`src/sro_ram.sv`:
```
`timescale 1ns / 1ps

module sro_ram #(
	parameter int WIDTH  = 8,
	parameter int DEPTH  = 16,
	parameter int ADDR_W = (DEPTH > 1) ? $clog2(DEPTH) : 1
) (
	input  logic              clk,
	input  logic              we,
	input  logic [ADDR_W-1:0] waddr,
	input  logic [WIDTH-1:0]  wdata,
	input  logic              re,
	input  logic [ADDR_W-1:0] raddr,
	output logic [WIDTH-1:0]  rdata
);

	logic [WIDTH-1:0] mem_q [DEPTH];
	logic [WIDTH-1:0] rdata_q;

	// One write port and one registered read port.
	always_ff @(posedge clk) begin
		if (we) begin
			mem_q[waddr] <= wdata;
		end
		if (re) begin
			rdata_q <= mem_q[raddr];
		end
	end

	assign rdata = rdata_q;

endmodule

```
`config.mk`:
```
export PLATFORM = sky130hd
export DESIGN_NAME = sro_ram
export DESIGN_NICKNAME = d
export VERILOG_FILES = /design/src/sro_ram.sv
export SDC_FILE = /design/constraint.sdc
export NUM_CORES = 1
export LEC_CHECK = 0
export ABC_AREA = 0
export BUFFER_PORTS_ARGS = -buffer_cell sky130_fd_sc_hd__buf_4
export CORE_AREA = 10 10 105 107
export DETAILED_ROUTE_END_ITERATION = 8
export DIE_AREA = 0 0 115 117
export HOLD_SLACK_MARGIN = 0.06
export MAX_ROUTING_LAYER = met4
export PLACE_DENSITY = 0.77
export SYNTH_ARGS = -nofsm -noshare
export SYNTH_HDL_FRONTEND = slang
export SYNTH_SLANG_ARGS = --single-unit
```
`constraint.sdc`:
```
create_clock -name clk -period 3.6 [get_ports clk]
set_input_delay 0.36 -clock clk [delete_from_list [all_inputs] [get_ports clk]]
set_output_delay 0.36 -clock clk [all_outputs]
set_load 0.005 [all_outputs]
```
# == Word-level counts from Yosys, hierarchy flattened ==
# Memories as Yosys holds them, arrays and structs flattened. A register that Yosys moved wholly into a read port is not among the register bits.
# Cells that the tools add are included.
# word_totals
mem_count,1
ff_bits,0
wordCells,3
ram_bits,128
in_bits,19
# mem_list
name,depth,width,rd,rd_clocked_by_memory_dff,wr,line,rtl
mem_q,16,8,1,1,1,17,logic [WIDTH-1:0] mem_q [DEPTH];
# classes
n_mux,2
# op_table
operator,count
two-way mux 1 bit,2

# == Logic depth before layout (Yosys ltp) ==
# Gate-level depths: netlist of the first run.
# logic_depth
ltp_word,2
ltp_mapped,5
mapped_depth_nobuf,3

# == Worst setup path after synthesis of the first run ==
# OpenSTA, ideal clock, no wires.
# synth_timing
path_type,input -> register
startpoint,in waddr[2]
endpoint,mem mem_q[0][0] (enable)
cell_stages,2
arrival_ps,1470
setup_time_ps,383
n_path_buf,0
slack_ps,1747
path_cell_list,or3b_2 > nor3_1
# synth_lines
element,line,rtl
from (decl),10,"input logic [ADDR_W-1:0] waddr,"
to (decl),17,
# No word-level cell before the write port.

# == Final worst setup path of the first run ==
# layout_timing
startpoint,in waddr[2]
endpoint,mem mem_q[0][3] (enable)
# No word-level cell before the write port.

==> metrics, run 1 <==
crit share post-route=50.7%; final wirelength=10300 um; Top FF cell, synth=edfxtp_1; Crit Path Category=in2reg; post-layout utilization of the core=67.5%; Top Ports=27; CP max FO=8; CP top delay family=simple AND/OR/NAND/NOR gates; most common cell in the synthesized netlist=edfxtp_1; PortBufs=26; Post-CTS Setup Inserts=0; DR vias=2526; Yosys reg bits=136; die height=117 um; MaxCap Viol Count=0; ys async rst share=0%; largest net degree at the start of global routing=33; fin worst setup slack=1.77 ns; Seq/Total Area, Yosys=78.1%; Least-Margin Pin Slew=1.24 ns; Max stage delay on crit path=0.96 ns; peak supply drop=0.378 mV; maximum clock frequency=547 MHz; synth cell count leaders=edfxtp_1 (136), mux4_2 (18), a22oi_1 (16); CP arrival=1.95 ns; Residual DRC=0; Final TNS setup=0 ns; required time worst endpoint=3.73 ns; fin crit period=1.83 ns; Synth-to-Final Area Change=16.5%; post-synth top area cell=edfxtp_1; Avg Cell Area, Syn=22.8 um^2; Syn Inst Count=229; syn_nets=248; crit path buf inv count=1; DP HPWL=5870 um; Worst-Skew Late Latency=0.52 ns; vias in the first global route=2642; CTS clk-pin slew, worst paths=0.06 ns; Max Root-Sink Buffers=2; core area=0.00902 mm^2; DRT Pass-1 Iters=4; Via density=6.49; HP Class=in2reg; Final Slew Violations=0; slowest CP cell=nor3_1; Power Dens Cells=606 mW/mm^2; first-pass GRT wire length=15800 um; worst slack, placed=1.34 ns; Synth cell types=18; total grt overflow=0; total power=3.69 mW; fin cells=389; diodes inserted=0; DP Cell Count=359; Post-CTS Resized=0; initial antenna violation count=0; Post-Place Cell Area=0.00550 mm^2; run status=finished clean; Pleak=2.03 nW; worst clock skew=0.00836 ns; final setup fails=0; Synth Cell Area=0.00523 mm^2; Die Area=0.0135 mm^2; row cnt=35; routability cong.=0.761; WL/cell=26.4 um; max_slew headroom=16.5%; Starting Density=57.9%; CTS tree=yes; Die Wd=115 um; root buf cell=clkbuf_8; RSZ-0062 raised after global routing=no; post-synth top area share=78.1%; # H-tree levels=4; antenna violation net count after detailed routing=0; Post-synth EDFFs=136; DR iter-0 viols=227; TritonCTS Sinks=136; WHS=0.139 ns; CTS Buf Count=17; Fin. Hold Viols=0; number of nets in the layout=286; CP Capture Type=flop; hold_buf cts=0; GRT Overall Usage=17.0%; CP startpoint kind=primary input; share of layout cells above drive strength 1=28.1%; Finished Cell Area=0.00609 mm^2; Synth area leaders=edfxtp_1 (78%), mux4_2 (7.8%), mux4_1 (7.0%), a22oi_1 (2.3%), nor2_1 (0.93%); YS warnings=0; crit path cell chain=buf_4 -> or3b_2 -> nor3_1
[registers in the layout, indices dropped and copies added, names as in the netlist]
name / flops
rdata: 8
mem_q: 128
[layer usage]
layer / share of wire, % / GRT usage, %
met1: 41 / 21.0
met3: 7.2 / 4.99
met4: 1.5 / 7.18
met5: 0 / -
met2: 51 / 25.9
[layout by cell type (no fill, tap or decap), drive strengths merged]
master,n
nand2b,2
bufinv,4
nand3b,2
nand2,9
inv,1
mux4,32
nor2b,1
buf,29
nand3,1
clkinv,5
and2,1
or3b,1
a22oi,16
nor2,13
and2b,1
nor3,4
clkbuf,17
clkinvlp,3
edfxtp,136
[final cells by class]
| type | instances | area, um^2 |
|---|---|---|
| clock buffer | 17 | 414 |
| tap | 111 | 139 |
| sequential | 136 | 4080 |
| timing repair buffer | 29 | 218 |
| multi-input combinational | 83 | 1060 |
| clock inverter | 13 | 180 |
| fill | 565 | 2930 |
[power breakdown]
group          internal, mW  leakage (nW)  switching, mW  total (mW)
registers              1.78          1.24         0.0106        1.80
clock network          1.11         0.286          0.622        1.73
logic                0.0713         0.511         0.0900       0.161
total                  2.97          2.03          0.723        3.69
[path summary, 6_finish.rpt]
check,endpoint,from,slack [ns],cells after the start
max,mem_q[0][3],waddr[2],1.77,3
min,mem_q[1][1],wdata[1],0.14,1
min reg2reg,rdata[5],mem_q[14][5],0.76,3
max reg2reg,rdata[7],mem_q[15][7],2.08,3
[cell families (layout without fill, tap and decap cells)]
logic type	after synthesis	count (layout)	share of synthesized area [%]
simple gates	35	35	3.14
flops	136	136	78.1
buf+inv	10	59	1.65
compound gates	16	16	2.30
mux	32	32	14.8
(Power assumes the default switching activity.)
==> run 2, diff against run 1 <==
--- a/config.mk
+++ b/config.mk
@@ -5,11 +5,11 @@
 export SDC_FILE = /design/constraint.sdc
 export NUM_CORES = 1
 export LEC_CHECK = 0
-export ABC_AREA = 0
+export ABC_AREA = 1
 export BUFFER_PORTS_ARGS = -buffer_cell sky130_fd_sc_hd__buf_4
-export CORE_AREA = 10 10 105 107
+export CORE_AREA = 10 10 110 112
 export DETAILED_ROUTE_END_ITERATION = 8
-export DIE_AREA = 0 0 115 117
+export DIE_AREA = 0 0 120 122
 export HOLD_SLACK_MARGIN = 0.06
 export MAX_ROUTING_LAYER = met4
 export PLACE_DENSITY = 0.77
==> constraint.sdc (replaced) <==
create_clock -name clk -period 1.8 [get_ports clk]
set_input_delay 0.18 -clock clk [delete_from_list [all_inputs] [get_ports clk]]
set_output_delay 0.18 -clock clk [all_outputs]
set_load 0.005 [all_outputs]
==> metrics, run 2 <==
CP startpoint kind=flop; MaxCap Viol Count=0 (unchanged); Max Root-Sink Buffers=2 (unchanged); maximum clock frequency=778 MHz; fillers=683 (+21%); final setup fails=0 (unchanged); slowest CP cell=edfxtp_1; ys async rst share=0% (unchanged); DP HPWL=8190 um (+40%); Final Slew Violations=0 (unchanged); Final TNS setup=0 ns (unchanged); Crit Path Category=reg2out; R2R setup slack=0.58 ns (-1.50 ns); run status=finished clean; Pleak=3.00 nW (+47%); DR vias=4028 (+59%); met3 Use GR=4.67% (-0.32 points); vias in the first global route=3964 (+50%); Die Area=0.0146 mm^2 (+8.8%); total grt overflow=0 (unchanged); Net Sw Frac=21.2% (+1.6 points); post-synth top area share=69.8% (-8.3 points); global routing's busiest layer=met2; CP arrival=1.11 ns (-0.84 ns); FF-to-FF Start=mem_q[1][0]; peak supply drop=0.581 mV (+54%); core area=0.0100 mm^2 (+11%); Reg area=0.00408 mm^2 (unchanged); r2r endpoint=rdata[0]; antenna violation net count after detailed routing=0 (unchanged); Post-synth EDFFs=136 (unchanged); Via density=5.34 (-18%); Yosys reg bits=136 (unchanged); routability cong.=0.925 (+22%); CTS tree=yes; Synth-to-Final Area Change=17.6%; hold path endpoint=rdata[3]; worst r2r path cells=6 (+3); share of layout cells above drive strength 1=12.8% (-15 points); CTS clk-pin slew, worst paths=0.06 ns (about the same); area occupied by multi-input gates=0.00121 mm^2 (+15%); first-pass GRT wire length=21000 um (+32%); DP Cell Count=714 (+99%); row cnt=37 (+5.7%); most common cell in the synthesized netlist=nand2_1; Synth area leaders=edfxtp_1 (70%), nand2_1 (11%), nand3_1 (8.3%), inv_1 (6.4%), buf_6 (1.2%); largest net degree at the start of global routing=40 (+21%); crit path buf inv count=1 (unchanged); number of cells on the worst hold path=4 (+3); fin cells=755 (+94%); root buf cell=clkbuf_8; Residual DRC=0 (unchanged); Fin. Hold Viols=0 (unchanged); Largest Register=mem_q; PortBufs=26 (unchanged); max_slew headroom=71.1% (+55 points); fin crit period=1.29 ns; DR iter-0 viols=473 (+110%); final wirelength=13200 um (+28%); CP max FO=1 (-7); Least-Margin Pin Slew=0.433 ns (-0.809 ns); DRT Pass-1 Iters=5 (+1); # H-tree levels=4 (unchanged); Starting Density=58.2% (+0.25 points); crit path cell chain=buf_4; Worst-Skew Late Latency=0.53 ns (about the same); WL/cell=17.5 um (-34%); CP top delay family=flip-flops; Int Power=5.66 mW (+91%); commonest cells after routing, fill and taps aside=nand2_1 (173), edfxtp_1 (136), inv_1 (100), nand3_1 (97), buf_4 (50); Avg Cell Area, Syn=10.6 um^2 (-54%); Die Wd=120 um (+4.3%); worst clock skew=0.00485 ns (-0.00351 ns); diodes inserted=0 (unchanged); Max stage delay on crit path=0.42 ns (-0.54 ns); GRT Overall Usage=19.3% (+2.3 points); crit share post-route=71.4%; CTS Buf Count=17 (unchanged); P_sw=1.52 mW (+110%); synth cell count leaders=nand2_1 (173), edfxtp_1 (136), inv_1 (100); die height=122 um (+4.3%); required time worst endpoint=1.62 ns (-2.11 ns); Synth Cell Area=0.00585 mm^2 (+12%); max reg flops=128 (unchanged); number of nets in the layout=626 (+120%); Reg power frac=50.0% (+1.4 points); commonest non-fill, non-tap cell in the layout=nand2_1; TritonCTS Sinks=136 (unchanged); Synth cell types=11 (-7); Post-CTS Resized=0 (unchanged); Clk network pwr share=43.5% (-3.5 points); RSZ-0062 raised after global routing=no; Syn Inst Count=551 (+140%); Top FF cell, synth=edfxtp_1; initial antenna violation count=0 (unchanged); routing usage on met2=29.8% (+3.9 points); post-synth top area cell=edfxtp_1; hold path start=raddr[2]; Top Ports=27 (unchanged); Seq/Total Area, Yosys=69.8% (-8.3 points); syn_nets=570 (+130%); Comb pwr share=6.5% (+2.1 points); Power Dens Cells=1040 mW/mm^2 (+72%); YS warnings=0 (unchanged); met1 GRT Util=24.6% (+3.5 points); HP Class=in2reg; CP Capture Type=output port
run 2: changes by cell type after synthesis, moves of 3 or more:
cell             delta
nor3_1              -4
buf_6               +3
mux4_2             -18
clkdlybuf4s25_2     -3
a22oi_1            -16
mux4_1             -14
buf_2              +10
nand3_1            +96
nor2_1              +4
inv_1             +100
nand2_1           +164
buf_4               +3
run 2: cell families (layout without fill, tap and decap cells):
logic type | Yosys count | after routing | share of synthesized area, %
AND/OR/NAND/NOR | 289 | 289 | 20.8
flip-flops | 136 | 136 | 69.8
buffers and inverters | 126 | 194 | 9.39
run 2: layout make-up:
cell class                      count  share of cell area, %
Inverter                          102                   5.57
Multi-Input combinational cell    289                   17.6
Clock inverter                     12                   1.60
Sequential cell                   136                   59.4
Clock buffer                       19                   6.13
Timing Repair Buffer               61                   7.20
Tap cell                          136                   2.47
run 2: power by group through the flow:
| stage | combinational [mW] | sequential (mW) | clock (mW) |
|---|---|---|---|
| floorplan | 0.250 | 3.65 | 0 |
| global placement | 0.428 | 3.65 | 0 |
| detailed placement | 0.442 | 3.66 | 0 |
| CTS | 0.465 | 3.59 | 3.14 |
| global route | 0.517 | 3.59 | 3.28 |
| finish | 0.467 | 3.59 | 3.12 |
run 2: stage by stage:
stage / setup slack (ns) / utilization, % / instance area, um^2 / hold slack [ns] / power [mW]
global route: 0.494 / 68.5 / 6880 / 0.200 / 7.39
finish: 0.515 / 68.5 / 6880 / 0.177 / 7.18
global placement: 0.385 / 62.2 / 6250 / 0.482 / 4.08
floorplan: 0.669 / - / 5850 / 0.279 / 3.90
CTS: 0.500 / 68.5 / 6880 / 0.166 / 7.20
detailed placement: 0.342 / 62.2 / 6250 / 0.483 / 4.10
run 2: what timing repair did:
| item | 4_1_cts | 5_1_grt |
|---|---|---|
| setup buffers | 0 | 0 |
| hold endpoints to repair | 139 | 0 |
| hold buffers | 10 | 0 |
run 2: worst max path at each step:
stage	from	end	slack, ns	cells past startpoint
3_5_place_dp	raddr[0]	rdata[5]	0.34	7
3_3_place_gp	raddr[0]	rdata[1]	0.38	7
4_1_cts	rdata[4]	rdata[4]	0.50	1
5_1_grt	rdata[4]	rdata[4]	0.49	1
6_report	rdata[4]	rdata[4]	0.51	1
2_1_floorplan	waddr[2]	mem_q[10][0]	0.67	2
run 2: metal layers:
metal	share of wire, %	up-vias
met5	0	-
met1	41	1886
met2	49	228
met4	1.1	0
met3	9.3	19
li1	-	1895
run 2: worst min-delay path, stage by stage:
cell and delay, ns:
buf_4 0.18, nand3_1 0.10, nand3_1 0.07, nand2_1 0.06
==> run 3, diff against run 2 <==
--- a/config.mk
+++ b/config.mk
@@ -5,11 +5,11 @@
 export SDC_FILE = /design/constraint.sdc
 export NUM_CORES = 1
 export LEC_CHECK = 0
-export ABC_AREA = 1
+export ABC_AREA = 0
 export BUFFER_PORTS_ARGS = -buffer_cell sky130_fd_sc_hd__buf_4
-export CORE_AREA = 10 10 110 112
+export CORE_AREA = 10 10 105 107
 export DETAILED_ROUTE_END_ITERATION = 8
-export DIE_AREA = 0 0 120 122
+export DIE_AREA = 0 0 115 117
 export HOLD_SLACK_MARGIN = 0.06
 export MAX_ROUTING_LAYER = met4
 export PLACE_DENSITY = 0.77
==> constraint.sdc (replaced) <==
create_clock -name clk -period 1.2 [get_ports clk]
set_input_delay 0.12 -clock clk [delete_from_list [all_inputs] [get_ports clk]]
set_output_delay 0.12 -clock clk [all_outputs]
set_load 0.005 [all_outputs]
==> metrics, run 3 (same netlist as run 1, synthesis figures left out) <==
Die Area=0.0135 mm^2 (-8.1%); fin worst setup slack=-0.228 ns (-0.743 ns); row cnt=35 (-5.4%); DR iter-0 viols=207 (-56%); vias in the first global route=2827 (-29%); Int Power=9.00 mW (+59%); DRT Pass-1 Iters=4 (-1); Top Ports=27 (unchanged); Via density=6.21 (+16%); Residual DRC=0 (unchanged); crit share post-route=119%; initial antenna violation count=0 (unchanged); RSZ-0062 raised after global routing=yes; antenna violation net count after detailed routing=0 (unchanged); peak supply drop=1.27 mV (+120%); final setup fails=8 (+8); Post-Place Cell Area=0.00574 mm^2 (-8.1%); core area=0.00902 mm^2 (-10%); CP startpoint kind=flop; # H-tree levels=4 (unchanged); number of nets in the layout=316 (-50%); routability cong.=0.793 (-14%); share of layout cells above drive strength 1=39.9% (+27 points); Least-Margin Pin Slew=0.874 ns (+0.441 ns); PortBufs=26 (unchanged); total grt overflow=0 (unchanged); Die Wd=115 um (-4.2%); WL/cell=25.9 um (+49%); max_slew headroom=41.5% (-30 points); Power Dens Cells=1720 mW/mm^2 (+65%); Synth-to-Final Area Change=23.7%; CTS clk-pin slew, worst paths=0.06 ns (about the same); DP HPWL=6380 um (-22%); largest net degree at the start of global routing=18 (-55%); TritonCTS Sinks=136 (unchanged); Net Sw Frac=19.2% (-2.0 points); commonest non-fill, non-tap cell in the layout=edfxtp_1; Clk network pwr share=46.0% (+2.5 points); Final TNS setup=-1.60 ns (-1.60 ns); Pleak=2.15 nW (-28%); CP arrival=1.69 ns (+0.58 ns); diodes inserted=0 (unchanged); Comb pwr share=5.6% (-0.9 points); fillers=502 (-27%); max reg flops=128 (unchanged); CP Capture Type=flop; Starting Density=57.9% (-0.25 points); required time worst endpoint=1.46 ns (-0.16 ns); CP max FO=1 (unchanged); die height=117 um (-4.1%); run status=finished with violations; slowest CP cell=mux4_2; Crit Path Category=reg2reg; Final Slew Violations=0 (unchanged); GRT Overall Usage=18.2% (-1.1 points); fin crit period=1.43 ns; Reg power frac=48.4% (-1.6 points); Reg area=0.00408 mm^2 (unchanged); root buf cell=clkbuf_8; commonest cells after routing, fill and taps aside=edfxtp_1 (136), buf_4 (37), mux4_2 (32), clkbuf_16 (16), nor2_1 (10); final wirelength=10900 um (-18%); Fin. Hold Viols=0 (unchanged); area occupied by multi-input gates=0.00108 mm^2 (-11%); MaxCap Viol Count=0 (unchanged); Max stage delay on crit path=0.52 ns (+0.10 ns); crit path cell chain=mux4_2 -> a22oi_2 -> nand2_1; first-pass GRT wire length=17000 um (-19%); Finished Cell Area=0.00647 mm^2 (-5.9%); CTS tree=yes; P_sw=2.14 mW (+41%); maximum clock frequency=700 MHz; Largest Register=mem_q; worst clock skew=0.00914 ns (+0.00429 ns); failing checks=setup timing; Worst-Skew Late Latency=0.51 ns (-0.02 ns); HP Class=in2reg; CTS Buf Count=17 (unchanged); DR vias=2603 (-35%); Max Root-Sink Buffers=2 (unchanged)
## run 3: final timing paths
kind	startpoint	endpoint	slack, ns	depth (start not counted)
worst max-delay path	mem_q[9][4]	rdata[4]	-0.23	3
worst min-delay path	waddr[1]	mem_q[0][2]	0.11	3
worst max register to register	mem_q[9][4]	rdata[4]	-0.23	3
worst min register to register	mem_q[12][3]	rdata[3]	0.75	3
## run 3: repair_timing
item / CTS / global route
hold endpoints to repair: 136 / 0
buffers inserted: 0 / 0
hold buffers: 9 / 0
pin swaps: 3 / 1
endpoints found under the setup margin: 11 / 13
resized for setup: 10 / 4
## run 3: routing by layer
layer  GRT usage [%]  part of all wire (%)  wire [um]  vias to the layer above
met1            23.2                    39       4210                     1337
met5               -                     0          0                        -
met3            4.94                   9.2       1010                       13
met2            27.5                    50       5490                      154
li1                -                     -          -                     1099
met4            7.01                   1.5        163                        0
## run 3: power by group through the flow
| stage | logic (mW) | clock network (mW) | registers [mW] |
|---|---|---|---|
| 6_report | 0.621 | 5.12 | 5.39 |
| 5_1_grt | 0.666 | 5.41 | 5.40 |
| 4_1_cts | 0.624 | 5.19 | 5.39 |
| 3_5_place_dp | 0.566 | 0 | 5.48 |
| 3_3_place_gp | 0.553 | 0 | 5.48 |
| 2_1_floorplan | 0.299 | 0 | 5.47 |
## run 3: area by class of cell
class                   instances  area share (%)
multi-input cells              83            16.7
clock buffers                  21            6.63
clock inverters                 9            2.34
flip-flops and latches        136            63.1
well taps                     111            2.15
repair buffers                 59            9.03
## run 3: metrics by stage
| stage | total power, mW | instances | setup slack [ns] | util (%) | hold WS, ns |
|---|---|---|---|---|---|
| global placement | 6.03 | 380 | -0.419 | 63.7 | 0.426 |
| finish | 11.1 | 419 | -0.228 | 71.7 | 0.108 |
| floorplan | 5.77 | 229 | -0.120 | - | 0.219 |
| detailed placement | 6.05 | 380 | -0.435 | 63.7 | 0.431 |
| CTS | 11.2 | 419 | -0.235 | 71.5 | 0.0819 |
| global route | 11.5 | 419 | -0.275 | 71.7 | 0.104 |
## run 3: critical path, delay by kind of cell, from the launching register on
kind	cells	cell delay, ns
mux	1	0.52
flops	1	0.40
simple gates	1	0.08
compound gates	1	0.18
