## src/sro_pkg.sv

```systemverilog
`timescale 1ns / 1ps

package sro_pkg;

	// Default table depth.
	localparam int MAX_RANGES_DEF = 64;

	// Widths of the item fields.
	localparam int ADDR_W  = 64;
	localparam int FUNC_W  = 2;
	localparam int COUNT_W = 7;

	// One table entry: {signed mark, end, start}.
	localparam int ENTRY_W = 2 * ADDR_W + 1;

	// Address bits of a PSW that are compared against range starts.
	localparam logic [ADDR_W-1:0] PSW_ADDR_MASK = 64'h0000_0000_3FFF_FFFF;

	// Operation codes carried on the input tuser.
	typedef enum logic [FUNC_W-1:0] {
		FUNC_CLEAR = 2'd0,
		FUNC_ADD   = 2'd1,
		FUNC_CHECK = 2'd2,
		FUNC_NOP   = 2'd3
	} func_t;

	// Sequencer states.
	typedef enum logic [1:0] {
		ST_IDLE,
		ST_SCAN,
		ST_DRAIN,
		ST_RESULT
	} state_t;

	// Control from the sequencer to the compare stage.
	typedef struct packed {
		logic clr;
		logic vld;
	} match_ctl_t;

	// Accumulated hits of a table walk.
	typedef struct packed {
		logic ovl;
		logic lpsw;
		logic apsw;
	} hits_t;

endpackage

```

## src/sro_match.sv

```systemverilog
`timescale 1ns / 1ps

module sro_match (
	input  logic                              clk,
	input  logic                              arst_n,
	input  sro_pkg::match_ctl_t               ctl,
	input  logic [sro_pkg::ENTRY_W-1:0]       entry,
	input  logic [sro_pkg::ADDR_W-1:0]        range_lo,
	input  logic [sro_pkg::ADDR_W-1:0]        range_hi,
	input  logic [sro_pkg::ADDR_W-1:0]        boot_psw,
	input  logic [sro_pkg::ADDR_W-1:0]        attr_psw,
	output sro_pkg::hits_t                    hits
);
	import sro_pkg::*;

	logic [ADDR_W-1:0] ent_start;
	logic [ADDR_W-1:0] ent_end;
	logic              ent_sgn;
	logic [ADDR_W-1:0] lpsw_addr;
	logic [ADDR_W-1:0] apsw_addr;
	hits_t             cur;
	hits_t             hits_q;

	// Split the entry that the memory returned this cycle.
	assign ent_start = entry[ADDR_W-1:0];
	assign ent_end   = entry[2*ADDR_W-1:ADDR_W];
	assign ent_sgn   = entry[ENTRY_W-1];
	assign lpsw_addr = boot_psw & PSW_ADDR_MASK;
	assign apsw_addr = attr_psw & PSW_ADDR_MASK;

	// Compare one signed entry against the item operands.
	always_comb begin
		cur.ovl  = ent_sgn && (ent_start <= range_hi) && (range_lo <= ent_end);
		cur.lpsw = ent_sgn && (ent_start == lpsw_addr);
		cur.apsw = ent_sgn && (ent_start == apsw_addr);
	end

	// Sticky hits over the walk, cleared when an item is taken.
	always_ff @(posedge clk or negedge arst_n) begin
		if (!arst_n) begin
			hits_q <= '0;
		end else if (ctl.clr) begin
			hits_q <= '0;
		end else if (ctl.vld) begin
			hits_q <= hits_q | cur;
		end
	end

	assign hits = hits_q;

endmodule

```

## config.mk

```make
export PLATFORM = sky130hd
export DESIGN_NAME = sro_match
export DESIGN_NICKNAME = d
export VERILOG_FILES = /design/src/sro_pkg.sv /design/src/sro_match.sv
export SDC_FILE = /design/constraint.sdc
export NUM_CORES = 1
export LEC_CHECK = 0
export ABC_AREA = 1
export CORE_AREA = 2 2 152 154
export CTS_BUF_LIST = sky130_fd_sc_hd__clkbuf_8
export DETAILED_ROUTE_END_ITERATION = 16
export DIE_AREA = 0 0 154 156
export DONT_BUFFER_PORTS = 1
export GPL_ROUTABILITY_DRIVEN = 0
export SLEW_MARGIN = 20
export SYNTH_ARGS = -nofsm -noshare
export SYNTH_HDL_FRONTEND = slang
export SYNTH_SLANG_ARGS = --single-unit
```

## constraint.sdc

```tcl
create_clock -name clk -period 0.8 [get_ports clk]
set_input_delay 0.08 -clock clk [delete_from_list [all_inputs] [get_ports clk]]
set_output_delay 0.08 -clock clk [all_outputs]
set_load 0.02 [all_outputs]
```

After elaboration in Yosys (flattened, before gate mapping)
Index checks and enable logic that the tools add are counted.
Operators by class
  magnitude comparators: 2
  eq/ne operators: 2
  multiplexer cells: 2
  bitwise operators: 1
  reductions and logical operators: 5
Operators by type and width (number)
  $eq A64 B30 Y1: 2
  $le A64 B64 Y1: 2
  $mux W3: 2
  $logic_and A1 B1 Y1: 4
  $or A3 B3 Y3: 1
  $reduce_bool A2 Y1: 1
Word-level totals
  bits in registers: 3
  bits of input ports: 389
  output and inout bits: 3

Longest topological paths before layout
Gate-level depths: netlist of run 1.
  depth in word-level cells: 6
  depth in mapped cells: 18
  mapped depth without buffers: 18

Least setup slack after synthesis of run 1
Ideal clock, no wire load.
  path kind: input-to-reg
  start point: input entry[95] in the netlist's numbering
  end point: register hits_q, in the netlist hits[2]
  library setup time: 0.117 ns
  arrival time: 1.187 ns
  setup slack: -0.504 ns
  stages: 13
  buffers on the path: 0
  cells stage by stage: inv_1 > ha_1 > nand2_1 > nor2_1 > nand2_1 > nor3b_2 > nand2_1 > nand2_1 > nand2_1 > nand2_1 > nand2_1 > nand3_2 > a21oi_2
On the way
  word-level cells in the longest chain between the ends: 5
RTL lines
  start, declared: RTL line sro_match.sv:7  | input logic [sro_pkg::ENTRY_W-1:0] entry,
  $le A64 B64 Y1: RTL line sro_match.sv:33  | cur.ovl = ent_sgn && (ent_start <= range_hi) && (range_lo <= ent_end);
  $logic_and A1 B1 Y1: RTL line sro_match.sv:33
  $or A3 B3 Y3: RTL line sro_match.sv:45  | hits_q <= hits_q | cur;
  $mux W3: RTL line sro_match.sv:44  | end else if (ctl.vld) begin
  $mux W3: RTL line sro_match.sv:42  | end else if (ctl.clr) begin
  end signal, assigned: RTL line sro_match.sv:45
  end, declared: RTL line sro_match.sv:22  | hits_t hits_q;
Every way passes these cells. The select of a mux whose other input is x is not followed.
A chain may end at the register's enable or synchronous reset.

Worst setup path after layout of run 1
  start point: input entry[127] in the netlist's numbering
  end point: register hits_q, in the netlist hits[2]
The elaborated chain is that of the path after synthesis.

==> impl_metrics.csv, run 1 <==
group,metric,value,unit
sta,grt_setup_unrepaired,"true",
logic_synthesis,synth.lib_cells_used.distinct,30,
logic_synthesis,edff_count_synth,0,
sta,timing.final.max_slew_violations,0,
setup_path,cp_top_family,"simple AND/OR/NAND/NOR gates",
clock_network,path_clk_slew,0.03,ns
setup_path,worstPathRequired,0.94,ns
logic_synthesis,ys_dominant_reg_cell,"sky130_fd_sc_hd__dfrtp_1",
logic_synthesis,synth_seq_area_share,0.0174,
grt,grt.met2_usage,0.243,
logic_synthesis,synth_simple_gate_area_frac,0.250,
logic_synthesis,synth_common_cells,"157 x sky130_fd_sc_hd__inv_1, 129 x sky130_fd_sc_hd__nand2_1, 128 x sky130_fd_sc_hd__ha_1",
grt,grt_max_degree,5,
power,leakage,2.84,nW
setup_path,critPathMaxStageDelay,0.26,ns
sta,fin_crit_sh,1.69,
logic_synthesis,dominant_combinational_cell_family_by_area_after_synthesis,"adder cells",
routing,antenna_left,0,
run_status,status,"complete, but fails checks",
finish,layout-area-overhead-vs-synth,23.4,%
sta,clock-skew-final,0,ns
routing,number_of_iterations_in_the_first_detailed_routing_pass,4,
logic_synthesis,netlist_top_cells_area,"sky130_fd_sc_hd__ha_1 37%, sky130_fd_sc_hd__inv_1 14%, sky130_fd_sc_hd__nand2_1 11%",
logic_synthesis,synth-xor-area-share,0.108,
floorplanning,width_of_the_chip,154,um
logic_synthesis,synth.area.mux_share,0,
clock_network,cts_hold_repair.buffers,1,
hold_path,hold_path_class,"in -> reg",
flow_run,max_cap_viol_count,0,
routing,routed_wire_length_per_instance,15.7,um
sta,hold_ws,-0.0817,ns
grt,use_met1,0.119,
finish,fill_cells,2495,
routing,detail_route.iter0.violations,133,
clock_network,cts_buffers,3,
logic_synthesis,syn_area,4310,sq um
floorplanning,core_area,22400,sq um
setup_path,cp-end-kind,"flip-flop",
floorplanning,initial_core_util,0.193,
routing,remaining_drc_errors,0,
finish,largest_register_ffs,3,
sta,fin_crit_period,1.35,ns
finish,finalNetCount,1224,
logic_synthesis,synthAdderAreaFrac,0.371,
placement,io_buffer_count,0,
clock_network,clock_tree_from_tritoncts,"built",
sta,setup-violations-final,6,
routing,route.vias.total,4369,
floorplanning,die_h,156,um
finish,fraction_of_layout_cells_with_a_size_suffix_above_1,0.136,
logic_synthesis,post_synth.cell_area_avg,6.39,sq um
grt,gr-usage-met3,0.0261,
routing,via_per_inst,4.40,
clock_network,clk-insertion-delay-late,0.21,ns
power,p_total,0.00274,W
logic_synthesis,postSynthNetCount,1192,
setup_path,worstPathArrival,1.50,ns
logic_synthesis,yosys_warnings,0,
setup_path,ff2ff_setup_slack,0.12,ns
setup_path,critical_path.n_buffers_inverters,2,
setup_path,worst_path_most_repeated_cell,"sky130_fd_sc_hd__nand4_1",
sta,fmax,738,MHz
grt,grt_antenna_before_repair,2,
placement,hpwl,14500,um
power,power.density,515,nW/um^2
floorplanning,placement_rows,55,
clock_network,cts-root-to-sink-buffers,2,
logic_synthesis,syn-instance-count,675,
setup_path,criticalPathCategory,"in -> reg",
logic_synthesis,yosys.area.top_type_share,0.371,
grt,first_global_vias,4436,
run_status,failing_checks,"negative hold slack, negative setup slack",
finish,register_area,75.1,sq um
sta,final.setup.worst_slack,-0.554,ns
setup_path,worstPathCellList,"inv_8, ha_4, nand2_4, inv_2, nand3_4, nor3_4, nand4_1, nor2_4, nand4_1, nand2_1, nand3_2, a21oi_2",
setup_path,setup.worst_path.start_class,"input port",
logic_synthesis,async_flop_share,1.00,
setup_path,timing.critical_path.fanout_max,3,
grt,groute.usage.overall,0.118,
logic_synthesis,synth-compound-area-share,0.112,
setup_path,crit_slowest_cell,"sky130_fd_sc_hd__ha_4",
sta,max_slew_margin,0.744,
logic_synthesis,synth_most_common_cell,"sky130_fd_sc_hd__inv_1",
clock_network,clock_tree.htree_level_count,1,
clock_network,clkSinkCount,3,
grt,global_route.peak_usage_layer,"met2",
clock_network,cts.root.buffer_cell,"sky130_fd_sc_hd__clkbuf_8",
power,worst_ir_drop_vdd,268,uV
finish,final_util,0.238,
sta,worst-slew-pin-transition,0.380,ns
floorplanning,ios,392,
logic_synthesis,synth_top_cell_by_area,"sky130_fd_sc_hd__ha_1",
floorplanning,die_area,24000,sq um
routing,finalWirelength,15600,um
logic_synthesis,ys_seq_elements,3,
finish,multi_input_gate_area,3970,sq um
sta,timing.final.hold_violations,3,
grt,global_route.overflow_total,0,
grt,grt_pass1_wl,22200,um
==> cells by family (layout without fill, tap and decap cells) <==
| group | after synthesis | in the layout |
|---|---|---|
| buf+inv | 162 | 193 |
| simple gates | 238 | 238 |
| xor+xnor | 53 | 53 |
| flops | 3 | 3 |
| compound gates | 91 | 91 |
| fa+ha+maj | 128 | 128 |
| other cells | 0 | 2 |
==> path summary, 6_finish.rpt <==
check | startpoint | cells past startpoint | end
min in group asynchronous | arst_n | 1 | hits[1]$_DFFE_PN0P_
setup reg to reg | hits[0]$_DFFE_PN0P_ | 2 | hits[0]$_DFFE_PN0P_
setup / recovery | entry[127] | 12 | hits[2]$_DFFE_PN0P_
max in group asynchronous | arst_n | 1 | hits[0]$_DFFE_PN0P_
hold reg to reg | hits[0]$_DFFE_PN0P_ | 2 | hits[0]$_DFFE_PN0P_
hold / removal | ctl[1] | 1 | hits[2]$_DFFE_PN0P_
==> layout make-up <==
class,instances,area share
sequential,3,0.0141
antenna,2,0.000941
multi-input combinational,510,0.747
tap,285,0.0670
timing repair buffer,27,0.0414
clock buffer,3,0.00776
inverter,162,0.121
clock inverter,1,0.000706
==> routing by layer <==
layer  up-vias  wire [um]  part of all wire
li1       2258          -                 -
met1      1873       5720              0.37
met2       222       8410              0.54
met3        16       1250             0.080
met4         0        240             0.015
met5         -          0                 0
==> placed cells by master (no fill, tap or decap), types with 3 or more instances in the layout <==
cell                       instances
sky130_fd_sc_hd__nor2_1           35
sky130_fd_sc_hd__inv_1           147
sky130_fd_sc_hd__buf_4            22
sky130_fd_sc_hd__o21ai_0          11
sky130_fd_sc_hd__nor3_1            5
sky130_fd_sc_hd__inv_2             9
sky130_fd_sc_hd__nand2_1         121
sky130_fd_sc_hd__inv_4             3
sky130_fd_sc_hd__nor4_4            6
sky130_fd_sc_hd__a21oi_1          57
sky130_fd_sc_hd__nand2_2           8
sky130_fd_sc_hd__buf_6             4
sky130_fd_sc_hd__xnor2_1          33
sky130_fd_sc_hd__nor4_1            7
sky130_fd_sc_hd__dfrtp_1           3
sky130_fd_sc_hd__nand3_1          13
sky130_fd_sc_hd__clkbuf_8          3
sky130_fd_sc_hd__nand4_1          20
sky130_fd_sc_hd__a21oi_2           7
sky130_fd_sc_hd__o21a_1            5
sky130_fd_sc_hd__nor4_2            5
sky130_fd_sc_hd__xor2_1           20
sky130_fd_sc_hd__o21ai_1           7
sky130_fd_sc_hd__ha_1            117
sky130_fd_sc_hd__ha_4             11
==> metrics by stage <==
| stage | area (sq um) | hold WS [ns] | setup TNS (ns) | cells | setup slack [ns] |
|---|---|---|---|---|---|
| 2_1_floorplan | 4310 | -0.216 | -0.767 | 675 | -0.491 |
| 3_3_place_gp | 4840 | -0.215 | -2.52 | 983 | -0.908 |
| 3_5_place_dp | 4840 | -0.215 | -2.64 | 983 | -0.897 |
| 4_1_cts | 5140 | -0.0846 | -1.68 | 988 | -0.578 |
| 5_1_grt | 5320 | -0.0853 | -1.94 | 992 | -0.692 |
| 6_report | 5320 | -0.0817 | -1.45 | 993 | -0.554 |
==> where the power goes <==
group	total (W)	switching, W	internal, W
clock	0.000419	0.0000931	0.000326
combinational	0.00216	0.00114	0.00102
sequential	0.000159	0.00000337	0.000156
==> what timing repair did <==
item,4_1_cts,5_1_grt
gates cloned,0,0
buffers inserted,0,3
hold endpoints to repair,6,3
gates resized for setup,50,31
setup endpoints to repair,6,6
pin swaps,31,19
(Power assumes the default switching activity.)
==> inputs of run 2 (changes only) <==
--- a/config.mk
+++ b/config.mk
@@ -7,7 +7,6 @@
 export LEC_CHECK = 0
 export ABC_AREA = 1
 export CORE_AREA = 2 2 152 154
-export CTS_BUF_LIST = sky130_fd_sc_hd__clkbuf_8
 export DETAILED_ROUTE_END_ITERATION = 16
 export DIE_AREA = 0 0 154 156
 export DONT_BUFFER_PORTS = 1
==> impl_metrics.csv, run 2 (synthesized netlist as in run 1, its figures left out) <==
group,metric,value,unit
grt,grt_antenna_before_repair,2,
floorplanning,width_of_the_chip,154,um
placement,numPlacedInstances,983,
routing,route.vias.total,4350,
routing,remaining_drc_errors,0,
setup_path,worstPathArrival,1.50,ns
finish,layout-area-overhead-vs-synth,24.2,%
sta,final.setup.worst_slack,-0.549,ns
sta,timing.final.hold_violations,3,
setup_path,criticalPathCategory,"in -> reg",
hold_path,hold_path_class,"in -> reg",
grt,grt.met2_usage,0.243,
grt,use_met1,0.119,
power,worst_ir_drop_vdd,450,uV
sta,fin_crit_period,1.35,ns
setup_path,critPathMaxStageDelay,0.26,ns
grt,gr-usage-met3,0.0264,
floorplanning,core_area,22400,sq um
sta,fin_crit_sh,1.69,
sta,max_slew_margin,0.746,
grt,grt_pass1_wl,22200,um
clock_network,clk-insertion-delay-late,0.22,ns
clock_network,cts-root-to-sink-buffers,2,
grt,first_global_vias,4437,
clock_network,cts_buffers,3,
sta,clock-skew-final,0,ns
finish,fraction_of_layout_cells_with_a_size_suffix_above_1,0.136,
clock_network,clock_tree.htree_level_count,1,
sta,fmax,741,MHz
routing,via_per_inst,4.38,
sta,timing.final.max_slew_violations,0,
finish,finalNetCount,1224,
clock_network,cts.root.buffer_cell,"sky130_fd_sc_hd__clkbuf_16",
finish,final_cell_mix,"146 x sky130_fd_sc_hd__inv_1, 121 x sky130_fd_sc_hd__nand2_1, 117 x sky130_fd_sc_hd__ha_1, 57 x sky130_fd_sc_hd__a21oi_1, 35 x sky130_fd_sc_hd__nor2_1",
setup_path,timing.rr.end,"hits[0]$_DFFE_PN0P_",
sta,worst-slew-pin-transition,0.378,ns
setup_path,critical_path.endpoint,"hits[2]$_DFFE_PN0P_",
setup_path,worstPathCellList,"inv_8, ha_4, nand2_4, inv_2, nand3_4, nor3_4, nand4_1, nor2_4, nand4_1, nand2_1, nand3_2, a21oi_2",
grt,groute.usage.overall,0.118,
clock_network,clkSinkCount,3,
sta,grt_setup_unrepaired,"true",
sta,setup-violations-final,6,
clock_network,clock_tree_from_tritoncts,"built",
finish,largest_register_ffs,3,
grt,global_route.overflow_total,0,
routing,antenna_left,0,
setup_path,r2r_cells,2,
setup_path,worst_path_most_repeated_cell,"sky130_fd_sc_hd__nand4_1",
setup_path,timing.critical_path.depth,12,
flow_run,max_cap_viol_count,0,
setup_path,setup.worst_path.start_class,"input port",
routing,finalWirelength,15600,um
run_status,status,"complete, but fails checks",
setup_path,cp-end-kind,"flip-flop",
finish,finish.cell_count_without_fillers,993,
grt,grt_max_degree,5,
setup_path,critical_path.n_buffers_inverters,2,
setup_path,ff2ff_setup_slack,0.12,ns
setup_path,cp_top_family,"simple AND/OR/NAND/NOR gates",
setup_path,worst_setup_path_startpoint,"entry[127]",
floorplanning,initial_core_util,0.193,
grt,global_route.peak_usage_layer,"met2",
run_status,failing_checks,"negative hold slack, negative setup slack",
placement,io_buffer_count,0,
routing,routed_wire_length_per_instance,15.8,um
setup_path,worstPathRequired,0.95,ns
clock_network,cts_hold_repair.buffers,1,
power,leakage,2.85,nW
setup_path,worstReg2RegStart,"hits[0]$_DFFE_PN0P_",
finish,fill_cells,2493,
routing,number_of_iterations_in_the_first_detailed_routing_pass,4,
floorplanning,die_h,156,um
sta,hold_ws,-0.0872,ns
routing,detail_route.iter0.violations,142,
power,power.density,578,nW/um^2
finish,mostFrequentLayoutCell,"sky130_fd_sc_hd__inv_1",
floorplanning,die_area,24000,sq um
floorplanning,placement_rows,55,
setup_path,crit_slowest_cell,"sky130_fd_sc_hd__ha_4",
clock_network,path_clk_slew,0.03,ns
placement,hpwl,14500,um
setup_path,timing.critical_path.fanout_max,3,
floorplanning,ios,392,
## run 2: cell count changes in the layout (fill, tap and decap cells not counted), sizes merged
cell	before	now
clkbuf	3	4
inv	163	162
## run 2: how the worst min path moves through the flow
stage          slack [ns]                   to    from  depth (start not counted)
2_1_floorplan       -0.22  hits[0]$_DFFE_PN0P_  arst_n                          0
3_3_place_gp        -0.22  hits[0]$_DFFE_PN0P_  arst_n                          0
3_5_place_dp        -0.22  hits[0]$_DFFE_PN0P_  arst_n                          0
4_1_cts             -0.09  hits[2]$_DFFE_PN0P_  ctl[1]                          1
5_1_grt             -0.09  hits[2]$_DFFE_PN0P_  ctl[1]                          1
6_report            -0.09  hits[2]$_DFFE_PN0P_  ctl[1]                          1
## run 2: worst register-to-register path, stage by stage (launching register included)
cell                      delay [ns]
sky130_fd_sc_hd__dfrtp_1        0.39
sky130_fd_sc_hd__a21oi_2        0.12
sky130_fd_sc_hd__nor2_1         0.06
## run 2: cell type report
cell class | count | area, sq um | share of cell area
antenna | 2 | 5.00 | 0.000935
clock buffer | 4 | 78.8 | 0.0147
inverter | 162 | 646 | 0.121
multi-input combinational | 510 | 3970 | 0.742
sequential | 3 | 75.1 | 0.0140
tap | 285 | 357 | 0.0666
timing repair buffer | 27 | 220 | 0.0411
## run 2: stage by stage
step	TNS [ns]	util	total power, W	instance area (sq um)	setup WS [ns]
final	-1.46	0.239	0.00309	5350	-0.549
after floorplan	-0.767	-	0.00165	4310	-0.491
after global routing	-1.94	0.239	0.00351	5350	-0.686
after CTS	-1.67	0.231	0.00307	5170	-0.572
after detailed placement	-2.64	0.216	0.00215	4840	-0.897
after global placement	-2.52	0.216	0.00211	4840	-0.908
## run 2: routing by layer
metal,wire length (um),vias up,share of wire
li1,-,2257,-
met5,0,-,0
met3,1330,16,0.085
met1,5650,1855,0.36
met2,8390,222,0.54
met4,264,0,0.017
## run 2: repair_timing
item	4_1_cts	5_1_grt
pin swaps	31	19
endpoints found under the setup margin	6	6
endpoints found under the hold margin	6	3
gates resized for setup	50	31
gates cloned	0	0
buffers inserted	0	3
## run 2: report_power, final
part	switching [W]	internal (W)	total (W)
Clock	0.000120	0.000656	0.000776
Sequential	0.00000319	0.000156	0.000159
Combinational	0.00114	0.00102	0.00216
==> inputs of run 3 (changes only) <==
--- a/config.mk
+++ b/config.mk
@@ -11,6 +11,7 @@
 export DIE_AREA = 0 0 154 156
 export DONT_BUFFER_PORTS = 1
 export GPL_ROUTABILITY_DRIVEN = 0
+export SKIP_CTS_REPAIR_TIMING = 1
 export SLEW_MARGIN = 20
 export SYNTH_ARGS = -nofsm -noshare
 export SYNTH_HDL_FRONTEND = slang
==> impl_metrics.csv, run 3 (synthesized netlist as in run 1, its figures left out) <==
group,metric,value,unit
power,pwr-share-comb,0.699,
clock_network,clkSinkCount,3,
clock_network,cts-root-to-sink-buffers,2,
power,share_seq_of_total_power,0.051,
clock_network,clk-insertion-delay-late,0.22,ns
sta,setup-violations-final,6,
sta,final.setup.worst_slack,-0.556,ns
routing,finalWirelength,15600,um
hold_path,hold_path_class,"in -> reg",
clock_network,cts_buffers,3,
power,worst_ir_drop_vdd,450,uV
power,leakage,2.85,nW
routing,antenna_left,0,
sta,hold_ws,-0.0872,ns
run_status,failing_checks,"negative hold slack, negative setup slack",
power,power.share.switching,0.411,
grt,first_global_vias,4383,
clock_network,path_clk_slew,0.03,ns
finish,fraction_of_layout_cells_with_a_size_suffix_above_1,0.133,
setup_path,worstPathArrival,1.50,ns
sta,max_slew_margin,0.598,
finish,finalNetCount,1225,
clock_network,clock_tree.htree_level_count,1,
floorplanning,die_area,24000,sq um
routing,detail_route.iter0.violations,132,
finish,largest_register_ffs,3,
placement,post-place-ws,-0.897,ns
floorplanning,ios,392,
setup_path,cp-end-kind,"flip-flop",
grt,global_route.overflow_total,0,
finish,final_cell_mix,"149 x sky130_fd_sc_hd__inv_1, 120 x sky130_fd_sc_hd__nand2_1, 119 x sky130_fd_sc_hd__ha_1, 55 x sky130_fd_sc_hd__a21oi_1, 33 x sky130_fd_sc_hd__xnor2_1",
finish,mostFrequentLayoutCell,"sky130_fd_sc_hd__inv_1",
grt,groute.usage.overall,0.117,
floorplanning,initial_core_util,0.193,
grt,grt_pass1_wl,21800,um
power,total_switching_power,0.00128,W
routing,route.vias.total,4346,
power,internal-power,0.00183,W
grt,grt_max_degree,5,
setup_path,setup.worst_path.start_class,"input port",
setup_path,critical_path.n_buffers_inverters,2,
placement,placed_inst_area,4840,sq um
finish,layout-area-overhead-vs-synth,22.6,%
setup_path,worst_path_most_repeated_cell,"sky130_fd_sc_hd__nand4_1",
power,power.density,588,nW/um^2
clock_network,clock_tree_from_tritoncts,"built",
setup_path,ff2ff_setup_slack,0.12,ns
floorplanning,placement_rows,55,
placement,hpwl,14500,um
run_status,status,"complete, but fails checks",
setup_path,worstPathCellList,"inv_6, ha_4, nand2_4, inv_2, nand3_4, nor3_4, nand4_1, nor2_4, nand4_1, nand2_1, nand3_2, a21oi_2",
finish,final_cell_area,5290,sq um
setup_path,criticalPathCategory,"in -> reg",
routing,remaining_drc_errors,0,
sta,fmax,738,MHz
setup_path,critPathMaxStageDelay,0.26,ns
routing,number_of_iterations_in_the_first_detailed_routing_pass,4,
grt,grt_antenna_before_repair,2,
setup_path,cp_top_family,"simple AND/OR/NAND/NOR gates",
sta,grt_setup_unrepaired,"true",
clock_network,cts.root.buffer_cell,"sky130_fd_sc_hd__clkbuf_16",
sta,clock-skew-final,0,ns
sta,timing.final.max_slew_violations,0,
routing,routed_wire_length_per_instance,15.7,um
setup_path,timing.critical_path.fanout_max,3,
flow_run,max_cap_viol_count,0,
floorplanning,die_h,156,um
sta,worst-slew-pin-transition,0.598,ns
setup_path,crit_slowest_cell,"sky130_fd_sc_hd__ha_4",
routing,via_per_inst,4.38,
floorplanning,core_area,22400,sq um
floorplanning,width_of_the_chip,154,um
sta,fin_crit_period,1.36,ns
power,pwr-share-clk,0.250,
finish,fill_cells,2508,
sta,fin_crit_sh,1.69,
sta,timing.final.hold_violations,3,
placement,io_buffer_count,0,
setup_path,worstPathRequired,0.95,ns
-- run 3: cell types whose count changed in the layout (fill, tap and decap cells not counted), sizes merged --
cell   before  now
buf        26   27
diode       2    1
-- run 3: worst paths after layout --
kind / endpoint / startpoint / cells after the start
hold / removal: hits[2]$_DFFE_PN0P_ / ctl[1] / 1
setup / recovery: hits[2]$_DFFE_PN0P_ / entry[126] / 12
hold reg to reg: hits[1]$_DFFE_PN0P_ / hits[1]$_DFFE_PN0P_ / 2
max in group asynchronous: hits[0]$_DFFE_PN0P_ / arst_n / 1
setup reg to reg: hits[0]$_DFFE_PN0P_ / hits[0]$_DFFE_PN0P_ / 2
min in group asynchronous: hits[2]$_DFFE_PN0P_ / arst_n / 1
-- run 3: power groups by stage --
stage | Combinational [W] | Clock (W) | Sequential (W)
global placement | 0.00195 | 0 | 0.000161
global route | 0.00255 | 0.000806 | 0.000160
detailed placement | 0.00198 | 0 | 0.000161
finish | 0.00217 | 0.000776 | 0.000159
CTS | 0.00200 | 0.000790 | 0.000159
floorplan | 0.00148 | 0 | 0.000163
-- run 3: area by class of cell --
type                       count  area [sq um]  area share
sequential                     3          75.1      0.0142
clock buffer                   4          78.8      0.0149
timing repair buffer          28           224      0.0424
antenna                        1          2.50    0.000473
tap                          285           357      0.0674
inverter                     162           621       0.117
multi-input combinational    510          3930       0.743
-- run 3: metrics by stage --
step	total power, W	utilization	setup TNS [ns]	instances	hold WS [ns]
after floorplan	0.00165	-	-0.767	675	-0.216
after global placement	0.00211	0.216	-2.52	983	-0.215
after global routing	0.00352	0.236	-1.99	993	-0.0918
final	0.00311	0.236	-1.57	993	-0.0872
after detailed placement	0.00215	0.216	-2.64	983	-0.215
after CTS	0.00295	0.220	-2.19	987	-0.446
-- run 3: per-layer routing --
| metal | global-route usage | part of all wire | vias to the layer above |
|---|---|---|---|
| met4 | 0.0307 | 0.018 | 0 |
| met1 | 0.117 | 0.37 | 1857 |
| met2 | 0.238 | 0.54 | 219 |
| met3 | 0.0275 | 0.078 | 16 |
| li1 | - | - | 2254 |
| met5 | 0 | 0 | - |
